--- src/rtl/rrts_pkg.sv ---
// ----------------------------------------------------------------------------
// rrts_pkg: shared types and constants for the round-robin task scheduler
// Task count, request codes, memory port bundles and the round-robin pick.
// ----------------------------------------------------------------------------
`default_nettype none

package rrts_pkg;

  localparam int NUM_TASKS = 5;
  localparam int TASK_AW   = $clog2(NUM_TASKS);      // task slot address
  localparam int TASK_CW   = $clog2(NUM_TASKS + 1);  // counter up to NUM_TASKS
  localparam int WORD_W    = 32;

  localparam logic [1:0] REQ_TICK   = 2'd0;
  localparam logic [1:0] REQ_DELAY  = 2'd1;
  localparam logic [1:0] REQ_SWITCH = 2'd2;
  localparam logic [1:0] REQ_INIT   = 2'd3;

  typedef struct packed {
    logic [1:0]        req_type;
    logic [WORD_W-1:0] delay_ticks;
    logic [WORD_W-1:0] stack_pointer;
    logic [2:0]        slot_index;
  } req_t;

  typedef struct packed {
    logic              switch_pending;
    logic [WORD_W-1:0] next_stack_pointer;
    logic [2:0]        running_task;
  } res_t;

  typedef struct packed {
    logic               we;
    logic [TASK_AW-1:0] addr;
    logic [WORD_W-1:0]  data;
  } mem_wr_t;

  typedef struct packed {
    logic               re;
    logic [TASK_AW-1:0] addr;
  } mem_rd_t;

  // First ready nonzero slot after 'from', wrapping, ending on 'from'; else 0.
  function automatic logic [TASK_AW-1:0] pick_next(logic [NUM_TASKS-1:0] blk,
                                                   logic [TASK_AW-1:0]   from);
    logic [TASK_AW:0]   k;
    logic [TASK_AW-1:0] sel;
    logic               found;
    sel   = '0;
    found = 1'b0;
    for (int n = 1; n <= NUM_TASKS; n++) begin
      k = {1'b0, from} + (TASK_AW+1)'(n);
      if (k >= (TASK_AW+1)'(NUM_TASKS)) begin
        k = k - (TASK_AW+1)'(NUM_TASKS);
      end
      if (!found && (k != '0) && !blk[k[TASK_AW-1:0]]) begin
        sel   = k[TASK_AW-1:0];
        found = 1'b1;
      end
    end
    return sel;
  endfunction

endpackage

`default_nettype wire

--- src/rtl/rrts_ram.sv ---
// ----------------------------------------------------------------------------
// rrts_ram: generic simple dual-port RAM
// One write port, one read port, registered read data.
// ----------------------------------------------------------------------------
`default_nettype none

module rrts_ram #(
  parameter int DEPTH = 5,
  parameter int WIDTH = 32
) (
  input  wire logic                     clk_i,
  input  wire logic                     we_i,
  input  wire logic [$clog2(DEPTH)-1:0] waddr_i,
  input  wire logic [WIDTH-1:0]         wdata_i,
  input  wire logic                     re_i,
  input  wire logic [$clog2(DEPTH)-1:0] raddr_i,
  output logic      [WIDTH-1:0]         rdata_o
);

  logic [WIDTH-1:0] mem [DEPTH];
  logic [WIDTH-1:0] rdata_q;

  always_ff @(posedge clk_i) begin
    if (we_i) begin
      mem[waddr_i] <= wdata_i;
    end
    if (re_i) begin
      rdata_q <= mem[raddr_i];
    end
  end

  assign rdata_o = rdata_q;

endmodule

`default_nettype wire

--- src/rtl/rrts_ctrl.sv ---
// ----------------------------------------------------------------------------
// rrts_ctrl: scheduler sequencer
// Holds tick count, running task and blocked flags; drives the wake-tick and
// stack-pointer memories through read-modify-write sequences per request.
// ----------------------------------------------------------------------------
`default_nettype none

module rrts_ctrl (
  input  wire logic                     clk_i,
  input  wire logic                     rst_ni,
  input  wire logic                     req_valid_i,
  output logic                          req_ready_o,
  input  wire rrts_pkg::req_t           req_i,
  output logic                          res_valid_o,
  input  wire logic                     res_ready_i,
  output rrts_pkg::res_t                res_o,
  output rrts_pkg::mem_wr_t             wk_wr_o,
  output rrts_pkg::mem_rd_t             wk_rd_o,
  input  wire logic [rrts_pkg::WORD_W-1:0] wk_rdata_i,
  output rrts_pkg::mem_wr_t             sp_wr_o,
  output rrts_pkg::mem_rd_t             sp_rd_o,
  input  wire logic [rrts_pkg::WORD_W-1:0] sp_rdata_i
);

  import rrts_pkg::*;

  localparam logic [2:0] ST_IDLE    = 3'd0;
  localparam logic [2:0] ST_TICK    = 3'd1;
  localparam logic [2:0] ST_SW_RD   = 3'd2;
  localparam logic [2:0] ST_SW_DATA = 3'd3;
  localparam logic [2:0] ST_DONE    = 3'd4;

  logic [2:0]           state_q, state_d;
  logic [WORD_W-1:0]    cnt_q, cnt_d;
  logic [TASK_AW-1:0]   cur_q, cur_d;
  logic [NUM_TASKS-1:0] blocked_q, blocked_d;
  logic [TASK_CW-1:0]   idx_q, idx_d;    // next slot to read during tick scan
  logic [TASK_CW-1:0]   pidx_q, pidx_d;  // slot whose wake tick is on rdata
  logic                 pvld_q, pvld_d;
  res_t                 res_q, res_d;
  logic [TASK_AW-1:0]   nxt;
  logic                 accept;
  logic                 idx_in;

  assign req_ready_o = (state_q == ST_IDLE);
  assign accept      = req_valid_i && req_ready_o;
  assign res_valid_o = (state_q == ST_DONE);
  assign res_o       = res_q;
  assign nxt         = pick_next(blocked_q, cur_q);
  assign idx_in      = (idx_q < TASK_CW'(NUM_TASKS));

  always_comb begin
    state_d   = state_q;
    cnt_d     = cnt_q;
    cur_d     = cur_q;
    blocked_d = blocked_q;
    idx_d     = idx_q;
    pidx_d    = pidx_q;
    pvld_d    = 1'b0;
    res_d     = res_q;
    wk_wr_o   = '0;
    wk_rd_o   = '0;
    sp_wr_o   = '0;
    sp_rd_o   = '0;

    unique case (state_q)
      ST_IDLE: begin
        if (accept) begin
          res_d.running_task       = 3'(cur_q);
          res_d.next_stack_pointer = '0;
          res_d.switch_pending     = 1'b0;
          unique case (req_i.req_type)
            REQ_TICK: begin
              cnt_d                = cnt_q + 1'b1;
              idx_d                = TASK_CW'(1);
              res_d.switch_pending = 1'b1;
              state_d              = ST_TICK;
            end
            REQ_DELAY: begin
              if (cur_q != '0) begin
                wk_wr_o.we           = 1'b1;
                wk_wr_o.addr         = cur_q;
                wk_wr_o.data         = cnt_q + req_i.delay_ticks;
                blocked_d[cur_q]     = 1'b1;
                res_d.switch_pending = 1'b1;
              end
              state_d = ST_DONE;
            end
            REQ_SWITCH: begin
              // save the outgoing stack pointer; read-back happens next cycle
              sp_wr_o.we         = 1'b1;
              sp_wr_o.addr       = cur_q;
              sp_wr_o.data       = req_i.stack_pointer;
              cur_d              = nxt;
              res_d.running_task = 3'(nxt);
              state_d            = ST_SW_RD;
            end
            REQ_INIT: begin
              if (int'(req_i.slot_index) < NUM_TASKS) begin
                sp_wr_o.we   = 1'b1;
                sp_wr_o.addr = TASK_AW'(req_i.slot_index);
                sp_wr_o.data = req_i.stack_pointer;
                blocked_d[TASK_AW'(req_i.slot_index)] = 1'b0;
              end
              state_d = ST_DONE;
            end
            default: state_d = ST_DONE;
          endcase
        end
      end
      ST_TICK: begin
        // read slot idx while comparing slot pidx fetched last cycle
        if (idx_in) begin
          wk_rd_o.re   = 1'b1;
          wk_rd_o.addr = idx_q[TASK_AW-1:0];
          idx_d        = idx_q + 1'b1;
          pidx_d       = idx_q;
          pvld_d       = 1'b1;
        end
        if (pvld_q && blocked_q[pidx_q[TASK_AW-1:0]] && (wk_rdata_i == cnt_q)) begin
          blocked_d[pidx_q[TASK_AW-1:0]] = 1'b0;
        end
        if (!idx_in) begin
          state_d = ST_DONE;
        end
      end
      ST_SW_RD: begin
        sp_rd_o.re   = 1'b1;
        sp_rd_o.addr = cur_q;
        state_d      = ST_SW_DATA;
      end
      ST_SW_DATA: begin
        res_d.next_stack_pointer = sp_rdata_i;
        state_d                  = ST_DONE;
      end
      ST_DONE: begin
        if (res_ready_i) begin
          state_d = ST_IDLE;
        end
      end
      default: state_d = ST_IDLE;
    endcase
  end

  always_ff @(posedge clk_i or negedge rst_ni) begin
    if (!rst_ni) begin
      state_q   <= ST_IDLE;
      cnt_q     <= '0;
      cur_q     <= TASK_AW'(1);
      blocked_q <= '0;
      idx_q     <= '0;
      pidx_q    <= '0;
      pvld_q    <= 1'b0;
    end else begin
      state_q   <= state_d;
      cnt_q     <= cnt_d;
      cur_q     <= cur_d;
      blocked_q <= blocked_d;
      idx_q     <= idx_d;
      pidx_q    <= pidx_d;
      pvld_q    <= pvld_d;
    end
  end

  always_ff @(posedge clk_i) begin
    res_q <= res_d;
  end

`ifndef NO_ASSERTIONS
  a_idle_never_blocks : assert property (@(posedge clk_i) disable iff (!rst_ni)
    !blocked_q[0]) else $error("idle task marked blocked");

  a_cur_in_range : assert property (@(posedge clk_i) disable iff (!rst_ni)
    int'(cur_q) < NUM_TASKS) else $error("running index out of range");

  a_scan_no_write : assert property (@(posedge clk_i) disable iff (!rst_ni)
    (state_q == ST_TICK) |-> (!wk_wr_o.we && !sp_wr_o.we))
    else $error("memory write during tick scan");

  a_done_to_idle : assert property (@(posedge clk_i) disable iff (!rst_ni)
    (state_q == ST_DONE && res_ready_i) |=> (state_q == ST_IDLE))
    else $error("result handoff did not return to idle");
`endif

endmodule

`default_nettype wire

--- src/rtl/round_robin_task_scheduler_top.sv ---
// ----------------------------------------------------------------------------
// round_robin_task_scheduler_top: round-robin task scheduler with tick delay
// Sequencer plus wake-tick and stack-pointer memories and an output register.
// ----------------------------------------------------------------------------
//
// Channel  Dir  tdata (low bit up)                               tuser
// s_axis   in   delay_ticks[31:0] stack_pointer[63:32]           req_type[1:0]
//                slot_index[66:64], zero pad to 72
// m_axis   out  running_task[2:0] next_stack_pointer[34:3]       -
//                switch_pending[35], zero pad to 40
//
// One request at a time. Tick: scans the wake-tick memory, one slot read per
// cycle, then drains the pipelined compare and hands off the result.
// Switch: save, read back the chosen slot's stack pointer, done.
// Delay and init go straight to done. Results go to an output register, so a
// new request is taken while the previous word still waits on m_axis.
// Reset clears the tick count, all blocked flags and makes task 1 running;
// memory contents are not cleared and are valid only once written.
// ----------------------------------------------------------------------------
`default_nettype none

module round_robin_task_scheduler_top (
  input  wire logic        clk_i,
  input  wire logic        rst_ni,
  input  wire logic        s_axis_tvalid_i,
  output logic             s_axis_tready_o,
  input  wire logic [71:0] s_axis_tdata_i,   // delay_ticks, stack_pointer, slot_index
  input  wire logic [1:0]  s_axis_tuser_i,   // req_type
  output logic             m_axis_tvalid_o,
  input  wire logic        m_axis_tready_i,
  output logic      [39:0] m_axis_tdata_o    // running_task, next_stack_pointer,
                                             // switch_pending
);

  import rrts_pkg::*;

  req_t              req;
  res_t              res;
  logic              res_valid;
  logic              res_ready;
  mem_wr_t           wk_wr;
  mem_rd_t           wk_rd;
  mem_wr_t           sp_wr;
  mem_rd_t           sp_rd;
  logic [WORD_W-1:0] wk_rdata;
  logic [WORD_W-1:0] sp_rdata;

  // output register state
  logic out_vld_q, out_vld_d;
  res_t out_q;

  assign req.req_type      = s_axis_tuser_i;
  assign req.delay_ticks   = s_axis_tdata_i[31:0];
  assign req.stack_pointer = s_axis_tdata_i[63:32];
  assign req.slot_index    = s_axis_tdata_i[66:64];

  rrts_ctrl u_ctrl (
    .clk_i       (clk_i),
    .rst_ni      (rst_ni),
    .req_valid_i (s_axis_tvalid_i),
    .req_ready_o (s_axis_tready_o),
    .req_i       (req),
    .res_valid_o (res_valid),
    .res_ready_i (res_ready),
    .res_o       (res),
    .wk_wr_o     (wk_wr),
    .wk_rd_o     (wk_rd),
    .wk_rdata_i  (wk_rdata),
    .sp_wr_o     (sp_wr),
    .sp_rd_o     (sp_rd),
    .sp_rdata_i  (sp_rdata)
  );

  // wake tick per task
  rrts_ram #(.DEPTH(NUM_TASKS), .WIDTH(WORD_W)) u_wake_ram (
    .clk_i   (clk_i),
    .we_i    (wk_wr.we),
    .waddr_i (wk_wr.addr),
    .wdata_i (wk_wr.data),
    .re_i    (wk_rd.re),
    .raddr_i (wk_rd.addr),
    .rdata_o (wk_rdata)
  );

  // saved stack pointer per task
  rrts_ram #(.DEPTH(NUM_TASKS), .WIDTH(WORD_W)) u_sp_ram (
    .clk_i   (clk_i),
    .we_i    (sp_wr.we),
    .waddr_i (sp_wr.addr),
    .wdata_i (sp_wr.data),
    .re_i    (sp_rd.re),
    .raddr_i (sp_rd.addr),
    .rdata_o (sp_rdata)
  );

  // output register: loads when empty or being drained this cycle
  assign res_ready = !out_vld_q || m_axis_tready_i;

  always_comb begin
    out_vld_d = out_vld_q;
    if (res_ready) begin
      out_vld_d = res_valid;
    end
  end

  always_ff @(posedge clk_i or negedge rst_ni) begin
    if (!rst_ni) begin
      out_vld_q <= 1'b0;
    end else begin
      out_vld_q <= out_vld_d;
    end
  end

  always_ff @(posedge clk_i) begin
    if (res_ready && res_valid) begin
      out_q <= res;
    end
  end

  assign m_axis_tvalid_o = out_vld_q;
  assign m_axis_tdata_o  = {4'b0, out_q.switch_pending, out_q.next_stack_pointer,
                            out_q.running_task};

endmodule

`default_nettype wire
--- config.mk ---
export PLATFORM = sky130hd
export DESIGN_NAME = round_robin_task_scheduler_top
export DESIGN_NICKNAME = d
export VERILOG_FILES = /design/src/rtl/rrts_pkg.sv /design/src/rtl/rrts_ram.sv /design/src/rtl/rrts_ctrl.sv /design/src/rtl/round_robin_task_scheduler_top.sv
export SDC_FILE = /design/constraint.sdc
export NUM_CORES = 1
export LEC_CHECK = 0
export BUFFER_PORTS_ARGS = -buffer_cell sky130_fd_sc_hd__buf_2
export CELL_PAD_IN_SITES_DETAIL_PLACEMENT = 1
export CELL_PAD_IN_SITES_GLOBAL_PLACEMENT = 1
export CORE_ASPECT_RATIO = 1.75
export CORE_MARGIN = 8
export CORE_UTILIZATION = 40
export CTS_CLUSTER_SIZE = 25
export DETAILED_ROUTE_END_ITERATION = 7
export GPL_TIMING_DRIVEN = 0
export PLACE_DENSITY = 0.61
export RECOVER_POWER = 25
export SETUP_SLACK_MARGIN = 0.5
export SYNTH_ARGS = -nofsm -noshare
export SYNTH_HDL_FRONTEND = slang
export SYNTH_SLANG_ARGS = --single-unit
--- constraint.sdc ---
create_clock -name clk_i -period 8.3 [get_ports clk_i]
set_input_delay 1.66 -clock clk_i [delete_from_list [all_inputs] [get_ports clk_i]]
set_output_delay 1.66 -clock clk_i [all_outputs]
set_load 0.02 [all_outputs]
# Word level (Yosys, flattened, before mapping)
# Memories as Yosys holds them, arrays and structs flattened. A register that Yosys moved wholly into a read port is not among the register bits.
# Cells that the tools add are included.
dict set report totals {
  mem_count 2
  rom_bits 0
  mem_bits_rw 320
  reg_bits 123
  elab_cells 183
  latchBits 0
}
dict set report op_classes {
  order_cmp 18
  eq_ne 17
  reduce_logical 45
  addsub 13
  shifts 0
  bitwise 5
  mul 0
  div 0
  muxes 69
}
# name words width rd rd_clocked_by_memory_dff wr line_no
set mem_list {}
lappend mem_list {u_sp_ram.mem 5 32 1 1 1 rrts_ram.sv:20} ;# logic [WIDTH-1:0] mem [DEPTH];
lappend mem_list {u_wake_ram.mem 5 32 1 1 1 rrts_ram.sv:20}
# cell count
set op_table {}
lappend op_table {{$mux 36} 7}
lappend op_table {{$pmux 36 s2} 1}
lappend op_table {{$pmux 32 s2} 1}
lappend op_table {{$mux 3} 12}
lappend op_table {{$mux 35} 1}
lappend op_table {{$add 32x1->32 const B} 1}
lappend op_table {{$add 32x32->32} 1}
lappend op_table {{$eq 32x32->1} 1}
lappend op_table {{$lt 3x4->1 const B} 8}
lappend op_table {{$mux 4} 8}
lappend op_table {{$ge 4x3->1 const B} 5}
lappend op_table {{$mux 1} 20}
lappend op_table {{$mux 5} 4}
lappend op_table {{$pmux 5 s2} 2}
lappend op_table {{$reduce_bool 4->1} 5}
lappend op_table {{$sub 4x3->4 const B} 5}
lappend op_table {{$bmux 1 s3} 6}
lappend op_table {{$logic_and 1x1->1} 16}
lappend op_table {{$pmux 3 s5} 1}
lappend op_table {{$and 5x5->5} 2}
lappend op_table {{$logic_not 1->1} 10}
lappend op_table {{$not 5->5} 2}
lappend op_table {{$demux 1 s3} 3}
lappend op_table {{$ge 3x1->1 const B} 3}
lappend op_table {{27 further kinds} 42}

# Logic depth before layout (Yosys ltp)
dict set report logic_depth {
  ltp_word 27
  depth_mapped 14
  mapped_depth_nobuf 12
}

# By module
# A second synthesis with hierarchy kept.
dict set report unflattened {
  hier_cells 1607
  hier_area_um2 22655.5
}
# module area_per_inst_um2 cells_each n_inst
set modules_own_cells {}
lappend modules_own_cells {{rrts_ram at u_wake_ram} 7230.7 381 1}
lappend modules_own_cells {{rrts_ram at u_sp_ram} 7228.2 383 1}
lappend modules_own_cells {rrts_ctrl 7028.0 798 1}
lappend modules_own_cells {round_robin_task_scheduler_top 1168.6 45 1}

# Worst setup path after synthesis
# Ideal clock, no wire load.
dict set report synth_path {
  path_kind {input port to flip-flop}
  startpoint {input s_axis_tvalid_i}
  endpoint {memory u_wake_ram.mem[0][0] (enable)}
  setup_slack_ps 2204
  path_buffers 1
  stages 5
  arrival_ps 5594
  required_ps 7799
  path_cell_list {nand2_1 inv_1 nand3_1 clkbuf_1 nor4_1}
}
dict set report synth_between {
  elab_chain_cells 5
}
# item line_no
set synth_rtl {}
lappend synth_rtl {{start: declaration} round_robin_task_scheduler_top.sv:25} ;# input wire logic s_axis_tvalid_i,
lappend synth_rtl {{$logic_and 1x1->1 *} rrts_ctrl.sv:46} ;# assign accept = req_valid_i && req_ready_o;
lappend synth_rtl {{$mux 36 *} rrts_ctrl.sv:68} ;# if (accept) begin
lappend synth_rtl {{$mux 36 *} rrts_ctrl.sv:66} ;# unique case (state_q)
lappend synth_rtl {{$mux 1} rrts_ram.sv:24} ;# if (we_i) begin
lappend synth_rtl {{$mux 1 (implied by the code)} rrts_ram.sv:25} ;# mem[waddr_i] <= wdata_i;
lappend synth_rtl {{end: declaration} rrts_ram.sv:20}
# Every way passes the cells marked *; elsewhere a longest branch is shown, timed or not.

# Worst setup path after layout
dict set report layout_path {
  startpoint {register u_ctrl.state_q[1]}
  endpoint {register u_wake_ram.rdata_q[14] (netlist: u_wake_ram.rdata_o[14]) (read register of u_wake_ram.mem), data pin}
}
dict set report layout_between {
  elab_chain_cells 2
}
# item line_no
set layout_rtl {}
lappend layout_rtl {{start: declaration} rrts_ctrl.sv:33} ;# logic [2:0] state_q, state_d;
lappend layout_rtl {{start signal: assignment} rrts_ctrl.sv:155} ;# state_q <= state_d;
lappend layout_rtl {{$eq 3x1->1} rrts_ctrl.sv:66}
lappend layout_rtl {{$mux 4} rrts_ctrl.sv:66}
lappend layout_rtl {{end: declaration} rrts_ram.sv:21} ;# logic [WIDTH-1:0] rdata_q;
# Every way passes these cells.
# A chain may end at the register's enable or synchronous reset.

==> impl_metrics.ini <==
[clock_tree]
cts_post_setup_buffers_inserted = 0
clk_transition_reported_paths_ns = 0.07
postCtsResizedCells = 0
cts-root-to-sink-buffers = 3
clk_latency_ns = 0.58
ctsHtreeMaxLevel = 2
cts_inserted_buffers = 47
cts_hold_repair.buffers = 0
clockRootBuffer = sky130_fd_sc_hd__clkbuf_16
cts_sinks = 507
tritoncts_clock_tree = done

[route]
detail_route.iter0.violations = 712
drt_pre_antenna_iters = 4
drtAntennaViolNets = 0
drt-vias-per-instance = 5.60
drc_errors = 0
wl_per_cell_um = 25.3
route.vias.total = 14900
routed_wl_mm = 67.5

[sta]
final_report_max_slew_violation_count = 117
tightest_slew_ns = 3.22
period_share = 0.755
finalSetupViolCount = 0
final.hold.worst_slack_ns = 0.410
clock_skew_ns = 0.0233
final_critical_path_setup_slack_ns = 2.03
hold_viol_final = 0
layout_min_cycle_time_ns = 6.27
highest_achievable_clock_rate_mhz = 160
slew-limit-headroom = -1.15
grt_setup_unrepaired = no

[critical_path]
worst_ep_arrival_time_ns = 6.65
crit_type = reg2reg
worstPathBufferInverterCount = 4
setup.worst_path.start_class = register
worst-path-max-fanout = 42
data_required_time_of_the_worst_path_ns = 8.69
crit_family = buffers and inverters
cpMaxStageDelayCell = sky130_fd_sc_hd__clkbuf_1
end_kind = register
cpPeakStageDelay_ns = 2.02
worstPathCellList = inv_1 > nand3b_1 > a21o_1 > inv_1 > clkbuf_1 > nand2_1 > nand2_1 > buf_2 > o221ai_1 > o21ai_0

[yosys]
number_of_enable_type_register_cells_in_the_synthesized_netlist = 456
synth-seq-cells = 507
synth-async-reset-ratio = 0.101
netlist_area_um2 = 22600
synth.lib_cells_used.distinct = 78
yosysWarnings = 0
post_synth.cell_area_avg_um2 = 13.0
synth_sequential_area_ratio = 0.664
synthesis.instances = 1729
yosys_most_used_dff = sky130_fd_sc_hd__edfxtp_1

[die]
placeableCoreArea_um2 = 56000
floorplan.rows = 115
die_area_um2 = 64500
die_w_um = 196
io_pins = 120
die_h_um = 330
effective_utilization_at_floorplan = 0.403

[global_routing]
grt_antenna_before_repair = 0
grt_overflow = 0
first_global_vias = 16600
pin_count_of_the_biggest_net_entering_global_routing = 52
global_route.usage.total = 0.208
grt_pass1_wl_mm = 101

[place]
placement.io_buffers = 110
placedCellCount = 2587
hpwl_dp_mm = 51.0
place_congestion = 0.874
pre_cts_slack_ns = 3.02

[final_layout]
drive_above_1_share = 0.126
flow.area_growth_from_synthesis_pct = 14.9
nets = 2058
layout_common_cells = sky130_fd_sc_hd__edfxtp_1, sky130_fd_sc_hd__nand2_1, sky130_fd_sc_hd__clkbuf_1, sky130_fd_sc_hd__nor2_1, sky130_fd_sc_hd__o21ai_0
final_cell_count_no_fill = 2670
most_common_cell_after_layout_fill_and_taps_aside = sky130_fd_sc_hd__edfxtp_1
antennaDiodeCount = 0

[power_and_ir_drop]
cellLeakagePower_nw = 9.43
irDropWorstVdd_v = 0.000189
total_power_mw = 7.92
p_per_area_nw_per_um2 = 305

[status]
run_status = complete, but fails checks
violations = capacitance limit, slew limit

[worst_hold_path]
hp-class = reg2reg

[flow_run]
drv_cap = 3
-- registers in the layout, indices dropped and copies added, names as in the netlist --
name,cells
u_wake_ram.mem,160
u_ctrl.idx_q,3
u_ctrl.pidx_q,3
u_ctrl.res_o,36
u_sp_ram.rdata_o,32
u_ctrl.cnt_q,32
u_ctrl.state_q,3
u_wake_ram.rdata_o,32
u_sp_ram.mem,160
u_ctrl.blocked_q,5
u_ctrl.pvld_q,1
u_ctrl.cur_q,3
m_axis_tvalid_o,1
m_axis_tdata_o,36
-- report_power, final --
part | total [mW] | leakage, nW | internal, mW | switching (mW)
Combinational | 2.44 | 3.76 | 0.783 | 1.66
Sequential | 3.33 | 4.95 | 3.19 | 0.146
Clock | 2.14 | 0.724 | 1.19 | 0.952
Total | 7.92 | 9.43 | 5.16 | 2.76
-- per-layer routing --
| layer | vias up | wire [µm] | share of wire | track usage |
|---|---|---|---|---|
| li1 | 6865 | - | - | - |
| met1 | 7609 | 24300 | 0.36 | 0.210 |
| met2 | 338 | 37800 | 0.56 | 0.415 |
| met5 | - | 0 | 0 | 0 |
| met3 | 137 | 1890 | 0.028 | 0.0224 |
| met4 | 0 | 3480 | 0.052 | 0.103 |
-- path summary, 6_finish.rpt --
path	startpoint	end	slack (ns)	depth (start not counted)
worst max-delay path	u_ctrl.state_q[1]	u_wake_ram.rdata_o[14]	2.03	10
worst min-delay path	u_ctrl.res_o[35]	m_axis_tdata_o[35]	0.41	0
worst max register to register	u_ctrl.state_q[1]	u_wake_ram.rdata_o[14]	2.03	10
worst min register to register	u_ctrl.res_o[35]	m_axis_tdata_o[35]	0.41	0
max in group asynchronous	rst_ni	u_ctrl.cnt_q[16]	4.32	1
min in group asynchronous	rst_ni	u_ctrl.cnt_q[4]	2.15	1
-- cell usage after synthesis (40+ instances only) --
library cell / count / area, µm²
sky130_fd_sc_hd__and2_1: 74 / 463
sky130_fd_sc_hd__clkbuf_1: 67 / 251
sky130_fd_sc_hd__o21ai_0: 116 / 581
sky130_fd_sc_hd__dfrtp_1: 50 / 1250
sky130_fd_sc_hd__edfxtp_1: 456 / 13700
sky130_fd_sc_hd__nor2_1: 125 / 469
sky130_fd_sc_hd__a21oi_1: 68 / 340
sky130_fd_sc_hd__ha_1: 44 / 551
sky130_fd_sc_hd__nand2_1: 152 / 571
sky130_fd_sc_hd__xor2_1: 53 / 464
sky130_fd_sc_hd__xnor2_1: 40 / 350
sky130_fd_sc_hd__nand3_1: 73 / 365
-- layout make-up --
type | count | area, µm²
fill | 5798 | 30000
sequential | 507 | 15000
multi-input combinational | 1117 | 7230
clock buffer | 60 | 1240
timing repair buffer | 153 | 907
tap | 702 | 878
buffer | 83 | 340
clock inverter | 23 | 255
inverter | 25 | 93.8
-- metrics by stage --
step / TNS, ns / cell area (µm²) / utilization
after floorplan: 0 / 22600 / -
final: 0 / 25900 / 0.463
after CTS: 0 / 26000 / 0.465
after global routing: 0 / 25900 / 0.463
after global placement: -355.73 / 24000 / 0.429
after detailed placement: 0 / 24500 / 0.438
-- worst reg2reg max path, cell delays in order (launching register included) --
cell                       delay, ns
sky130_fd_sc_hd__dfrtp_1        0.42
sky130_fd_sc_hd__inv_1          0.21
sky130_fd_sc_hd__nand3b_1       0.41
sky130_fd_sc_hd__a21o_1         0.38
sky130_fd_sc_hd__inv_1          0.11
sky130_fd_sc_hd__clkbuf_1       2.02
sky130_fd_sc_hd__nand2_1        1.08
sky130_fd_sc_hd__nand2_1        0.65
sky130_fd_sc_hd__buf_2          0.38
sky130_fd_sc_hd__o221ai_1       0.16
sky130_fd_sc_hd__o21ai_0        0.25
-- cell families after synthesis --
kind of cell / count (synthesis) / share of synthesized area
flops: 507 / 0.664
other cells: 1 / 0.000166
simple gates: 544 / 0.118
buf+inv: 108 / 0.0194
xor+xnor: 94 / 0.0368
fa+ha+maj: 46 / 0.0262
mux: 72 / 0.0349
compound gates: 357 / 0.101
Power figures use the tool's default switching activity.
